$ cat config.mk
export PLATFORM = sky130hd
export DESIGN_NAME = integer_to_ascii_formatter
export DESIGN_NICKNAME = d
export VERILOG_FILES = /design/src/hdl/i2a_pkg.sv /design/src/hdl/i2a_ctrl.sv /design/src/hdl/i2a_dpath.sv /design/src/hdl/integer_to_ascii_formatter.sv
export SDC_FILE = /design/constraint.sdc
export NUM_CORES = 1
export LEC_CHECK = 0
export BUFFER_PORTS_ARGS = -buffer_cell sky130_fd_sc_hd__buf_2
export CAP_MARGIN = 10
export CORE_MARGIN = 4
export CORE_UTILIZATION = 55
export DETAILED_ROUTE_END_ITERATION = 7
export MAX_ROUTING_LAYER = met4
export PLACE_DENSITY = 0.76
export SYNTH_ARGS = -nofsm -noshare
export SYNTH_HDL_FRONTEND = slang
export SYNTH_HIERARCHICAL = 1
export SYNTH_SLANG_ARGS = --single-unit
$ cat constraint.sdc
create_clock -name clk -period 4.3 [get_ports clk]
set_clock_uncertainty 0.15 [all_clocks]
set_input_delay 0.43 -clock clk [delete_from_list [all_inputs] [get_ports clk]]
set_output_delay 0.43 -clock clk [all_outputs]
set_load 0.02 [all_outputs]
$ cat src/hdl/i2a_pkg.sv
`default_nettype none
// ----------------------------------------------------------------------------
// i2a_pkg
// Shared types, codes and helpers for the integer to ASCII formatter.
// ----------------------------------------------------------------------------
package i2a_pkg;

	// operation codes
	localparam logic [2:0] OP_CHAR    = 3'd0;
	localparam logic [2:0] OP_SDEC    = 3'd1;
	localparam logic [2:0] OP_UDEC    = 3'd2;
	localparam logic [2:0] OP_HEXL    = 3'd3;
	localparam logic [2:0] OP_HEXU    = 3'd4;
	localparam logic [2:0] OP_PTR     = 3'd5;
	localparam logic [2:0] OP_PERCENT = 3'd6;

	// fixed characters
	localparam logic [7:0] CH_ZERO    = 8'h30;
	localparam logic [7:0] CH_X       = 8'h78;
	localparam logic [7:0] CH_MINUS   = 8'h2d;
	localparam logic [7:0] CH_PERCENT = 8'h25;
	localparam logic [7:0] CH_UPPER_A = 8'h41;
	localparam logic [7:0] CH_LOWER_A = 8'h61;

	// digit counts and conversion length
	localparam logic [4:0] DEC_DIGITS   = 5'd10;
	localparam logic [4:0] HEX32_DIGITS = 5'd8;
	localparam logic [4:0] HEX64_DIGITS = 5'd16;
	localparam logic [4:0] CONV_LAST    = 5'd31;

	typedef struct packed {
		logic [2:0]  op;
		logic [63:0] value;
	} in_item_t;

	typedef struct packed {
		logic [7:0] char_code;
		logic       last;
	} out_item_t;

	typedef enum logic [2:0] {
		S_IDLE,
		S_CONV,
		S_SKIP,
		S_SIGN,
		S_PFX0,
		S_PFX1,
		S_DIGIT,
		S_SINGLE
	} state_t;

	typedef enum logic [2:0] {
		SEL_BYTE,
		SEL_PERCENT,
		SEL_MINUS,
		SEL_ZERO,
		SEL_X,
		SEL_DIGIT
	} char_sel_t;

	typedef struct packed {
		logic      load;
		logic      conv_step;
		logic      skip_shift;
		logic      emit;
		char_sel_t char_sel;
		logic      last;
	} ctl_cmd_t;

	typedef struct packed {
		logic [2:0] op;
		logic       neg;
		logic       top_zero;
		logic       cnt_one;
		logic       conv_done;
		logic       slot_free;
	} dp_status_t;

	// one digit value to its ASCII character
	function automatic logic [7:0] hex_char(input logic [3:0] nib, input logic upper);
		logic [7:0] base;
		base = upper ? CH_UPPER_A : CH_LOWER_A;
		if (nib < 4'd10)
			hex_char = CH_ZERO + {4'd0, nib};
		else
			hex_char = base + {4'd0, nib} - 8'd10;
	endfunction

endpackage
`default_nettype wire

$ cat src/hdl/i2a_ctrl.sv
`default_nettype none
// ----------------------------------------------------------------------------
// i2a_ctrl
// Sequencer: load, binary to BCD steps, leading zero strip, prefix and digit
// emission.
// ----------------------------------------------------------------------------
module i2a_ctrl
	import i2a_pkg::*;
(
	input  wire logic       clk,
	input  wire logic       arst_n,
	input  wire logic       in_valid,
	input  wire logic [2:0] in_op,
	output logic            in_ready,
	input  dp_status_t      status,
	output ctl_cmd_t        cmd
);

	state_t state_q, state_d;

	// state register
	always_ff @(posedge clk or negedge arst_n) begin
		if (!arst_n)
			state_q <= S_IDLE;
		else
			state_q <= state_d;
	end

	// next state
	always_comb begin
		state_d = state_q;
		unique case (state_q)
			S_IDLE: begin
				if (in_valid) begin
					case (in_op)
						OP_CHAR, OP_PERCENT:      state_d = S_SINGLE;
						OP_SDEC, OP_UDEC:         state_d = S_CONV;
						OP_HEXL, OP_HEXU, OP_PTR: state_d = S_SKIP;
						default:                  state_d = S_IDLE;
					endcase
				end
			end
			S_CONV: begin
				if (status.conv_done)
					state_d = S_SKIP;
			end
			S_SKIP: begin
				if (!(status.top_zero && !status.cnt_one)) begin
					if (status.neg)
						state_d = S_SIGN;
					else if (status.op == OP_PTR)
						state_d = S_PFX0;
					else
						state_d = S_DIGIT;
				end
			end
			S_SIGN: begin
				if (status.slot_free)
					state_d = S_DIGIT;
			end
			S_PFX0: begin
				if (status.slot_free)
					state_d = S_PFX1;
			end
			S_PFX1: begin
				if (status.slot_free)
					state_d = S_DIGIT;
			end
			S_DIGIT: begin
				if (status.slot_free && status.cnt_one)
					state_d = S_IDLE;
			end
			S_SINGLE: begin
				if (status.slot_free)
					state_d = S_IDLE;
			end
			default: state_d = S_IDLE;
		endcase
	end

	// command outputs
	always_comb begin
		cmd      = '0;
		cmd.char_sel = SEL_DIGIT;
		in_ready = 1'b0;
		unique case (state_q)
			S_IDLE: begin
				in_ready = 1'b1;
				cmd.load = in_valid;
			end
			S_CONV: cmd.conv_step = 1'b1;
			S_SKIP: cmd.skip_shift = status.top_zero && !status.cnt_one;
			S_SIGN: begin
				cmd.emit     = status.slot_free;
				cmd.char_sel = SEL_MINUS;
			end
			S_PFX0: begin
				cmd.emit     = status.slot_free;
				cmd.char_sel = SEL_ZERO;
			end
			S_PFX1: begin
				cmd.emit     = status.slot_free;
				cmd.char_sel = SEL_X;
			end
			S_DIGIT: begin
				cmd.emit     = status.slot_free;
				cmd.char_sel = SEL_DIGIT;
				cmd.last     = status.cnt_one;
			end
			S_SINGLE: begin
				cmd.emit     = status.slot_free;
				cmd.char_sel = (status.op == OP_PERCENT) ? SEL_PERCENT : SEL_BYTE;
				cmd.last     = 1'b1;
			end
			default: cmd = '0;
		endcase
	end

endmodule
`default_nettype wire

$ cat src/hdl/i2a_dpath.sv
`default_nettype none
// ----------------------------------------------------------------------------
// i2a_dpath
// Argument registers, shift-add-3 BCD converter, digit shifter and the
// output beat register.
// ----------------------------------------------------------------------------
module i2a_dpath
	import i2a_pkg::*;
(
	input  wire logic  clk,
	input  wire logic  arst_n,
	input  in_item_t   in_data,
	input  ctl_cmd_t   cmd,
	output dp_status_t status,
	output logic       out_valid,
	input  wire logic  out_ready,
	output out_item_t  out_data
);

	logic [2:0]  op_q;
	logic        neg_q;
	logic [31:0] bin_q;
	logic [63:0] digits_q;
	logic [4:0]  cnt_q;
	logic [4:0]  iter_q;
	logic        out_valid_q;
	out_item_t   out_data_q;

	logic [31:0] low32;
	logic        neg_in;
	logic [31:0] mag;
	logic [39:0] bcd_adj;
	logic [7:0]  next_char;

	assign low32  = in_data.value[31:0];
	assign neg_in = (in_data.op == OP_SDEC) && low32[31];
	assign mag    = neg_in ? (32'd0 - low32) : low32;

	// add 3 to every BCD digit of 5 or more before the shift
	always_comb begin
		for (int i = 0; i < 10; i++) begin
			if (digits_q[24 + 4*i +: 4] >= 4'd5)
				bcd_adj[4*i +: 4] = digits_q[24 + 4*i +: 4] + 4'd3;
			else
				bcd_adj[4*i +: 4] = digits_q[24 + 4*i +: 4];
		end
	end

	// argument, digit and count registers
	always_ff @(posedge clk) begin
		if (cmd.load) begin
			op_q   <= in_data.op;
			neg_q  <= neg_in;
			bin_q  <= mag;
			iter_q <= '0;
			case (in_data.op)
				OP_SDEC, OP_UDEC: begin
					digits_q <= '0;
					cnt_q    <= DEC_DIGITS;
				end
				OP_HEXL, OP_HEXU: begin
					digits_q <= {low32, 32'd0};
					cnt_q    <= HEX32_DIGITS;
				end
				OP_PTR: begin
					digits_q <= in_data.value;
					cnt_q    <= HEX64_DIGITS;
				end
				default: begin
					digits_q <= '0;
					cnt_q    <= 5'd1;
				end
			endcase
		end else if (cmd.conv_step) begin
			digits_q[63:24] <= {bcd_adj[38:0], bin_q[31]};
			bin_q           <= {bin_q[30:0], 1'b0};
			iter_q          <= iter_q + 5'd1;
		end else if (cmd.skip_shift || (cmd.emit && cmd.char_sel == SEL_DIGIT)) begin
			digits_q <= {digits_q[59:0], 4'd0};
			cnt_q    <= cnt_q - 5'd1;
		end
	end

	// character for the current beat
	always_comb begin
		case (cmd.char_sel)
			SEL_BYTE:    next_char = bin_q[7:0];
			SEL_PERCENT: next_char = CH_PERCENT;
			SEL_MINUS:   next_char = CH_MINUS;
			SEL_ZERO:    next_char = CH_ZERO;
			SEL_X:       next_char = CH_X;
			default:     next_char = hex_char(digits_q[63:60], op_q == OP_HEXU);
		endcase
	end

	// output beat register
	always_ff @(posedge clk or negedge arst_n) begin
		if (!arst_n)
			out_valid_q <= 1'b0;
		else if (cmd.emit)
			out_valid_q <= 1'b1;
		else if (out_ready)
			out_valid_q <= 1'b0;
	end

	always_ff @(posedge clk) begin
		if (cmd.emit) begin
			out_data_q.char_code <= next_char;
			out_data_q.last      <= cmd.last;
		end
	end

	assign out_valid = out_valid_q;
	assign out_data  = out_data_q;

	assign status.op        = op_q;
	assign status.neg       = neg_q;
	assign status.top_zero  = (digits_q[63:60] == 4'd0);
	assign status.cnt_one   = (cnt_q == 5'd1);
	assign status.conv_done = (iter_q == CONV_LAST);
	assign status.slot_free = !out_valid_q || out_ready;

endmodule
`default_nettype wire

$ cat src/hdl/integer_to_ascii_formatter.sv
`default_nettype none
// ----------------------------------------------------------------------------
// integer_to_ascii_formatter
// Turns one conversion request into its ASCII characters, one per beat.
// ----------------------------------------------------------------------------
// One request is handled at a time; in_ready is high only between requests.
// A char or percent request is a load and then its single beat. Hex requests
// load, strip leading zero digits one at a time, leave the strip and then
// emit each character; a pointer adds its 0x prefix first. Decimal requests
// first run shift-add-3 binary to BCD conversion over all 32 argument bits,
// one bit per cycle, and a negative signed value adds a minus sign before the
// digits. A beat waits while the output register still holds an unaccepted
// one, so out_ready stalls hold the sequence back.
// Characters leave through an output register at one per cycle while
// out_ready stays high; the last character of a request carries last = 1.
// Op code 7 is accepted and produces nothing.
// ----------------------------------------------------------------------------
module integer_to_ascii_formatter
	import i2a_pkg::*;
(
	input  wire logic clk,
	input  wire logic arst_n,
	input  wire logic in_valid,
	output logic      in_ready,
	input  in_item_t  in_data,
	output logic      out_valid,
	input  wire logic out_ready,
	output out_item_t out_data
);

	ctl_cmd_t   cmd;
	dp_status_t status;

	// sequencer
	i2a_ctrl u_ctrl (
		.clk      (clk),
		.arst_n   (arst_n),
		.in_valid (in_valid),
		.in_op    (in_data.op),
		.in_ready (in_ready),
		.status   (status),
		.cmd      (cmd)
	);

	// datapath
	i2a_dpath u_dpath (
		.clk       (clk),
		.arst_n    (arst_n),
		.in_data   (in_data),
		.cmd       (cmd),
		.status    (status),
		.out_valid (out_valid),
		.out_ready (out_ready),
		.out_data  (out_data)
	);

	// a new beat never overwrites one still waiting
	a_emit_free: assert property (@(posedge clk) disable iff (!arst_n)
		cmd.emit |-> status.slot_free)
		else $error("beat emitted over a pending beat");

	// conversion stops after its final step
	a_conv_end: assert property (@(posedge clk) disable iff (!arst_n)
		(cmd.conv_step && status.conv_done) |=> !cmd.conv_step)
		else $error("BCD conversion ran past 32 steps");

	// the final digit returns the block to taking requests
	a_last_idle: assert property (@(posedge clk) disable iff (!arst_n)
		(cmd.emit && cmd.last) |=> in_ready)
		else $error("not ready after last beat");

	// zero stripping always leaves one digit
	a_keep_digit: assert property (@(posedge clk) disable iff (!arst_n)
		cmd.skip_shift |-> !status.cnt_one)
		else $error("stripped the final digit");

endmodule
`default_nettype wire

Yosys cells after proc, flatten, opt, wreduce, memory -nomap -nowiden --
Cells that the tools add are included. W data, S select, Z words.
Operators by class: add/sub/neg operators 16, eq/ne operators 31, multiplexer cells 45, order comparisons 11, reduce and logical (&&, ||, !) cells 23
Operators with widths (count):
- $mux W64 | 2
- $pmux W64 S2 | 1
- $mux W32 | 3
- $ge A4 B3 Y1 const B | 10
- $mux W40 | 1
- $pmux W8 S5 | 1
- $add A4 B2 Y4 const B | 9
- $eq A3 B3 Y1 const B | 12
- $mux W4 | 9
- $sub A1 B32 Y32 const A | 1
- $mux W3 | 9
- $mux W24 | 1
- $pmux W3 S7 | 1
- $pmux W4 S5 | 1
- $eq A3 B2 Y1 const B | 6
- $mux W5 | 3
- $pmux W5 S3 | 1
- $ne A2 B1 Y1 const B | 5
- $eq A3 B1 Y1 const B | 3
- $logic_not A3 Y1 | 3
- $pmux W3 S3 | 1
- $add A7 B4 Y8 | 1
- $mux W8 | 1
- $reduce_or A2 Y1 | 4
- other kinds (22) | 37
Word-level totals: output and inout bits 11, bits in registers 123

Depth between registers and ports, before layout --
word-level depth 9, mapped depth 10, depth with buffers taken out 8

Cells and area by module --
Netlist, hierarchy kept.
Modules (own cells, without submodules):
- i2a_dpath | area each 7275.7 um2, times used 1, cells an instance 739, sequential area each 3548.4 um2
- i2a_ctrl | area each 422.9 um2, times used 1, cells an instance 54, sequential area each 75.1 um2

Worst setup path after synthesis --
No wires, ideal clock.
path kind reg-to-reg, start point register u_dpath.out_valid_q (netlist: u_dpath/out_valid), end point register u_dpath.cnt_q[0] (enable), stages on the path, launching flop included 6, library setup time 0.415 ns, arrival time 3.097 ns, buffers on the path 0, setup slack 0.638 ns, cells stage by stage dfrtp_1 -> nand2b_1 -> a21boi_0 -> and4b_1 -> nor3_1 -> nor2_1
RTL lines:
- start: declaration | line i2a_dpath.sv:26 | logic out_valid_q;
- start signal: assignment | line i2a_dpath.sv:99 | out_valid_q <= 1'b0;
- start signal: assignment | line i2a_dpath.sv:101 | out_valid_q <= 1'b1;
- start signal: assignment | line i2a_dpath.sv:103 | out_valid_q <= 1'b0;
- end signal: assignment | line i2a_dpath.sv:80 | cnt_q <= cnt_q - 5'd1;
- end: declaration | line i2a_dpath.sv:24 | logic [4:0] cnt_q;

==> insert_results.sql <==
INSERT INTO impl_metrics (metric_group, metric, value, unit) VALUES
('min_path', 'worstHoldEndpoint', 'u_dpath/digits_q[49]$_DFFE_PP_', ''),
('clocking', 'cts.reportedPaths.clkPinSlew', '50', 'ps'),
('final_layout', 'num_antenna_cells', '0', ''),
('final_layout', 'fill_cells', '1087', ''),
('worst_setup_path', 'crit_path_start_kind', 'flop', ''),
('floorplan', 'floorplan.initialDensity', '0.5723', ''),
('synth', 'synth-simple-area-share', '0.1778', ''),
('route', 'routed_wl', '20830', 'um'),
('sta', 'timing.hold.ws', '181.3', 'ps'),
('status', 'run_status', 'finished, violations left', ''),
('synth', 'synth_largest_area_cell', 'edfxtp_1', ''),
('power_and_ir_drop', 'p_leak', '3.356', 'nW'),
('synth', 'synth_seq_area_share', '0.4707', ''),
('sta', 'setup_tns', '0', 'ps'),
('synth', 'post_synth_adder_cell_area', '0.04063', ''),
('floorplan', 'die-area', '0.01595', 'mm^2'),
('sta', 'final_max_slew_viol_count', '0', ''),
('sta', 'tightest_slew', '1063', 'ps'),
('route', 'number_of_search_and_repair_iterations_in_the_first_detailed_routing_pass', '8', ''),
('sta', 'max_freq', '303.4', 'MHz'),
('placed_design', 'placed_area', '0.008242', 'mm^2'),
('floorplan', 'rows', '42', ''),
('final_layout', 'layout.area.seq', '0.003623', 'mm^2'),
('route', 'drt_drc_violations_left', '1', ''),
('grt', 'grtUsageTotal', '0.2718', ''),
('placed_design', 'dp.final_hpwl', '14450', 'um'),
('worst_setup_path', 'ff2ff_setup_slack', '1000', 'ps'),
('worst_setup_path', 'cp-end-kind', 'flop', ''),
('sta', 'final.min_clock_period', '3296', 'ps'),
('clocking', 'ctsLongestPathBuffers', '2', ''),
('placed_design', 'routabilityCongestion', '0.9264', ''),
('worst_setup_path', 'crit-reg2reg-launch', 'u_ctrl/state_q[0]$_DFFE_PN0P_', ''),
('final_layout', 'finish.instance_area', '0.008812', 'mm^2'),
('synth', 'synth_async_sr_flop_share', '0.03252', ''),
('sta', 'max-slew-margin-rel', '0.2911', ''),
('sta', 'rsz0062_at_grt', 'no', ''),
('worst_setup_path', 'critical_path.max_fanout', '40', ''),
('min_path', 'hold_path_class', 'input pin to flop', ''),
('floorplan', 'die-width', '126.3', 'um'),
('floorplan', 'core_area', '0.01345', 'mm^2'),
('floorplan', 'top_level_ports', '82', ''),
('synth', 'synth-warning-count', '6', ''),
('route', 'number_of_antenna_violating_nets_in_the_routed_design', '0', ''),
('synth', 'top_cells_by_area_synth', 'edfxtp_1 (44%), nand2_1 (4.9%), xnor2_1 (4.4%), nor2_1 (4.1%), ha_1 (4.1%)', ''),
('grt', 'grt_start_max_net_pins', '52', ''),
('clocking', 'cts.root.buffer_cell', 'clkbuf_16', ''),
('final_layout', 'area_delta_synth_final', '14.46', '%'),
('synth', 'syn_area_per_cell', '9.708', 'um^2'),
('synth', 'synthTopCellsByCount', 'edfxtp_1 (114), nand2_1 (101), nor2_1 (85), a21oi_1 (59), o21ai_0 (48)', ''),
('worst_setup_path', 'reg2reg_to', 'u_dpath/digits_q[33]$_DFFE_PP_', ''),
('placed_design', 'port-buffer-count', '81', ''),
('synth', 'synth-compound-area-share', '0.1900', ''),
('worst_setup_path', 'critPathArrivalTime', '3080', 'ps'),
('power_and_ir_drop', 'power_density', '750.5', 'mW/mm^2'),
('synth', 'synth-edff-count', '114', ''),
('floorplan', 'die_h', '126.3', 'um'),
('synth', 'synth_xor_area_frac', '0.06143', ''),
('route', 'routed_wirelength_normalized_by_instance_count', '19.87', 'um'),
('clocking', 'clock_tree.htree_level_count', '4', ''),
('worst_setup_path', 'timing.setup.critical_path_class', 'flop to flop', ''),
('route', 'initialDrtViolationCount', '1073', ''),
('min_path', 'min_path_cells', '3', ''),
('power_and_ir_drop', 'ir_worst_vdd', '0.4065', 'mV'),
('sta', 'hold_viol_final', '0', ''),
('synth', 'synth_seq_cells', '123', ''),
('route', 'num_vias', '6668', ''),
('synth', 'main_combinational_cell_family_by_area_after_synthesis', 'compound AO/OA/AOI/OAI gates', ''),
('clocking', 'cts_made_buffers', '17', ''),
('synth', 'synth_cell_types', '76', ''),
('worst_setup_path', 'reg2reg_depth', '5', ''),
('status', 'violations', 'DRC', '');
[per-stage QoR]
| stage | worst slack [ps] | power, W | utilization | std cells |
|---|---|---|---|---|
| after floorplan | 638.5 | 0.004463 | - | 793 |
| after global placement | 1243 | 0.005037 | 0.6126 | 1015 |
| after detailed placement | 1086 | 0.005202 | 0.6126 | 1015 |
| after CTS | 1060 | 0.006595 | 0.6550 | 1048 |
| after global routing | 809.4 | 0.007063 | 0.6550 | 1048 |
| final | 1004 | 0.006614 | 0.6550 | 1048 |
[routing by layer]
metal	part of all wire	vias up	global-route usage
li1	-	3061	-
met1	0.40	3217	0.3533
met2	0.49	354	0.4347
met3	0.091	36	0.04666
met4	0.021	0	0.09401
met5	0	-	-
[logic make-up (layout without fill, tap and decap cells)]
kind of cell | after synthesis | after routing
buffers and inverters | 82 | 161
multiplexers | 12 | 12
XOR/XNOR | 54 | 54
AO/OA/AOI/OAI | 213 | 213
adder cells (fa/ha/maj) | 25 | 25
flip-flops | 123 | 123
AND/OR/NAND/NOR | 284 | 284
[cell usage in the layout, fill, tap and decap left out, types with 15 or more instances in the layout]
cell       instances
a21oi_1           58
a222oi_1          15
buf_2             81
clkbuf_16         17
edfxtp_1         114
ha_1              25
inv_1             31
nand2_1          101
nor2_1            83
nor3_1            17
o21ai_0           48
o2bb2ai_1         21
xnor2_1           39
xor2_1            15
[critical path, cell delays in order, from the launching register on]
cell      delay (ps)
dfrtp_1          640
nand2_1          210
o21ai_0          490
and4b_1          260
nor3_1           350
nand2b_2         670
[how the worst max path moves through the flow]
| stage | start | end | slack [ps] | cells after the start |
|---|---|---|---|---|
| 6_report | u_ctrl/state_q[0]$_DFFE_PN0P_ | u_dpath/digits_q[33]$_DFFE_PP_ | 1000 | 5 |
| 2_1_floorplan | u_dpath/out_valid$_DFFE_PN0P_ | u_dpath/cnt_q[0]$_DFFE_PP_ | 640 | 5 |
| 3_3_place_gp | u_dpath/cnt_q[1]$_DFFE_PP_ | u_dpath/digits_q[37]$_DFFE_PP_ | 1240 | 7 |
| 4_1_cts | u_ctrl/state_q[0]$_DFFE_PN0P_ | u_dpath/digits_q[33]$_DFFE_PP_ | 1060 | 5 |
| 3_5_place_dp | u_ctrl/state_q[0]$_DFFE_PN0P_ | u_dpath/digits_q[37]$_DFFE_PP_ | 1090 | 5 |
| 5_1_grt | u_ctrl/state_q[0]$_DFFE_PN0P_ | u_dpath/digits_q[37]$_DFFE_PP_ | 810 | 5 |
[where the power goes]
group	internal (W)	total, W	switching [W]
Sequential	0.00221	0.00266	0.000453
Combinational	0.00100	0.00260	0.00159
Clock	0.000843	0.00136	0.000514
[registers in the layout (all words and copies together) (netlist names)]
| name | cells |
|---|---|
| u_dpath/bin_q | 32 |
| u_dpath/iter_q | 5 |
| u_dpath/out_valid | 1 |
| u_dpath/out_data | 9 |
| u_ctrl/state_q | 3 |
| u_dpath/neg_q | 1 |
| u_dpath/op_q | 3 |
| u_dpath/cnt_q | 5 |
| u_dpath/digits_q | 64 |
[cell type report]
class | count | share of cell area
Clock inverter | 13 | 0.01448
Multi-Input combinational cell | 588 | 0.4275
Inverter | 34 | 0.01448
Tap cell | 176 | 0.02499
Clock buffer | 19 | 0.04913
Sequential cell | 123 | 0.4112
Timing Repair Buffer | 95 | 0.05821
(Power assumes the default switching activity.)
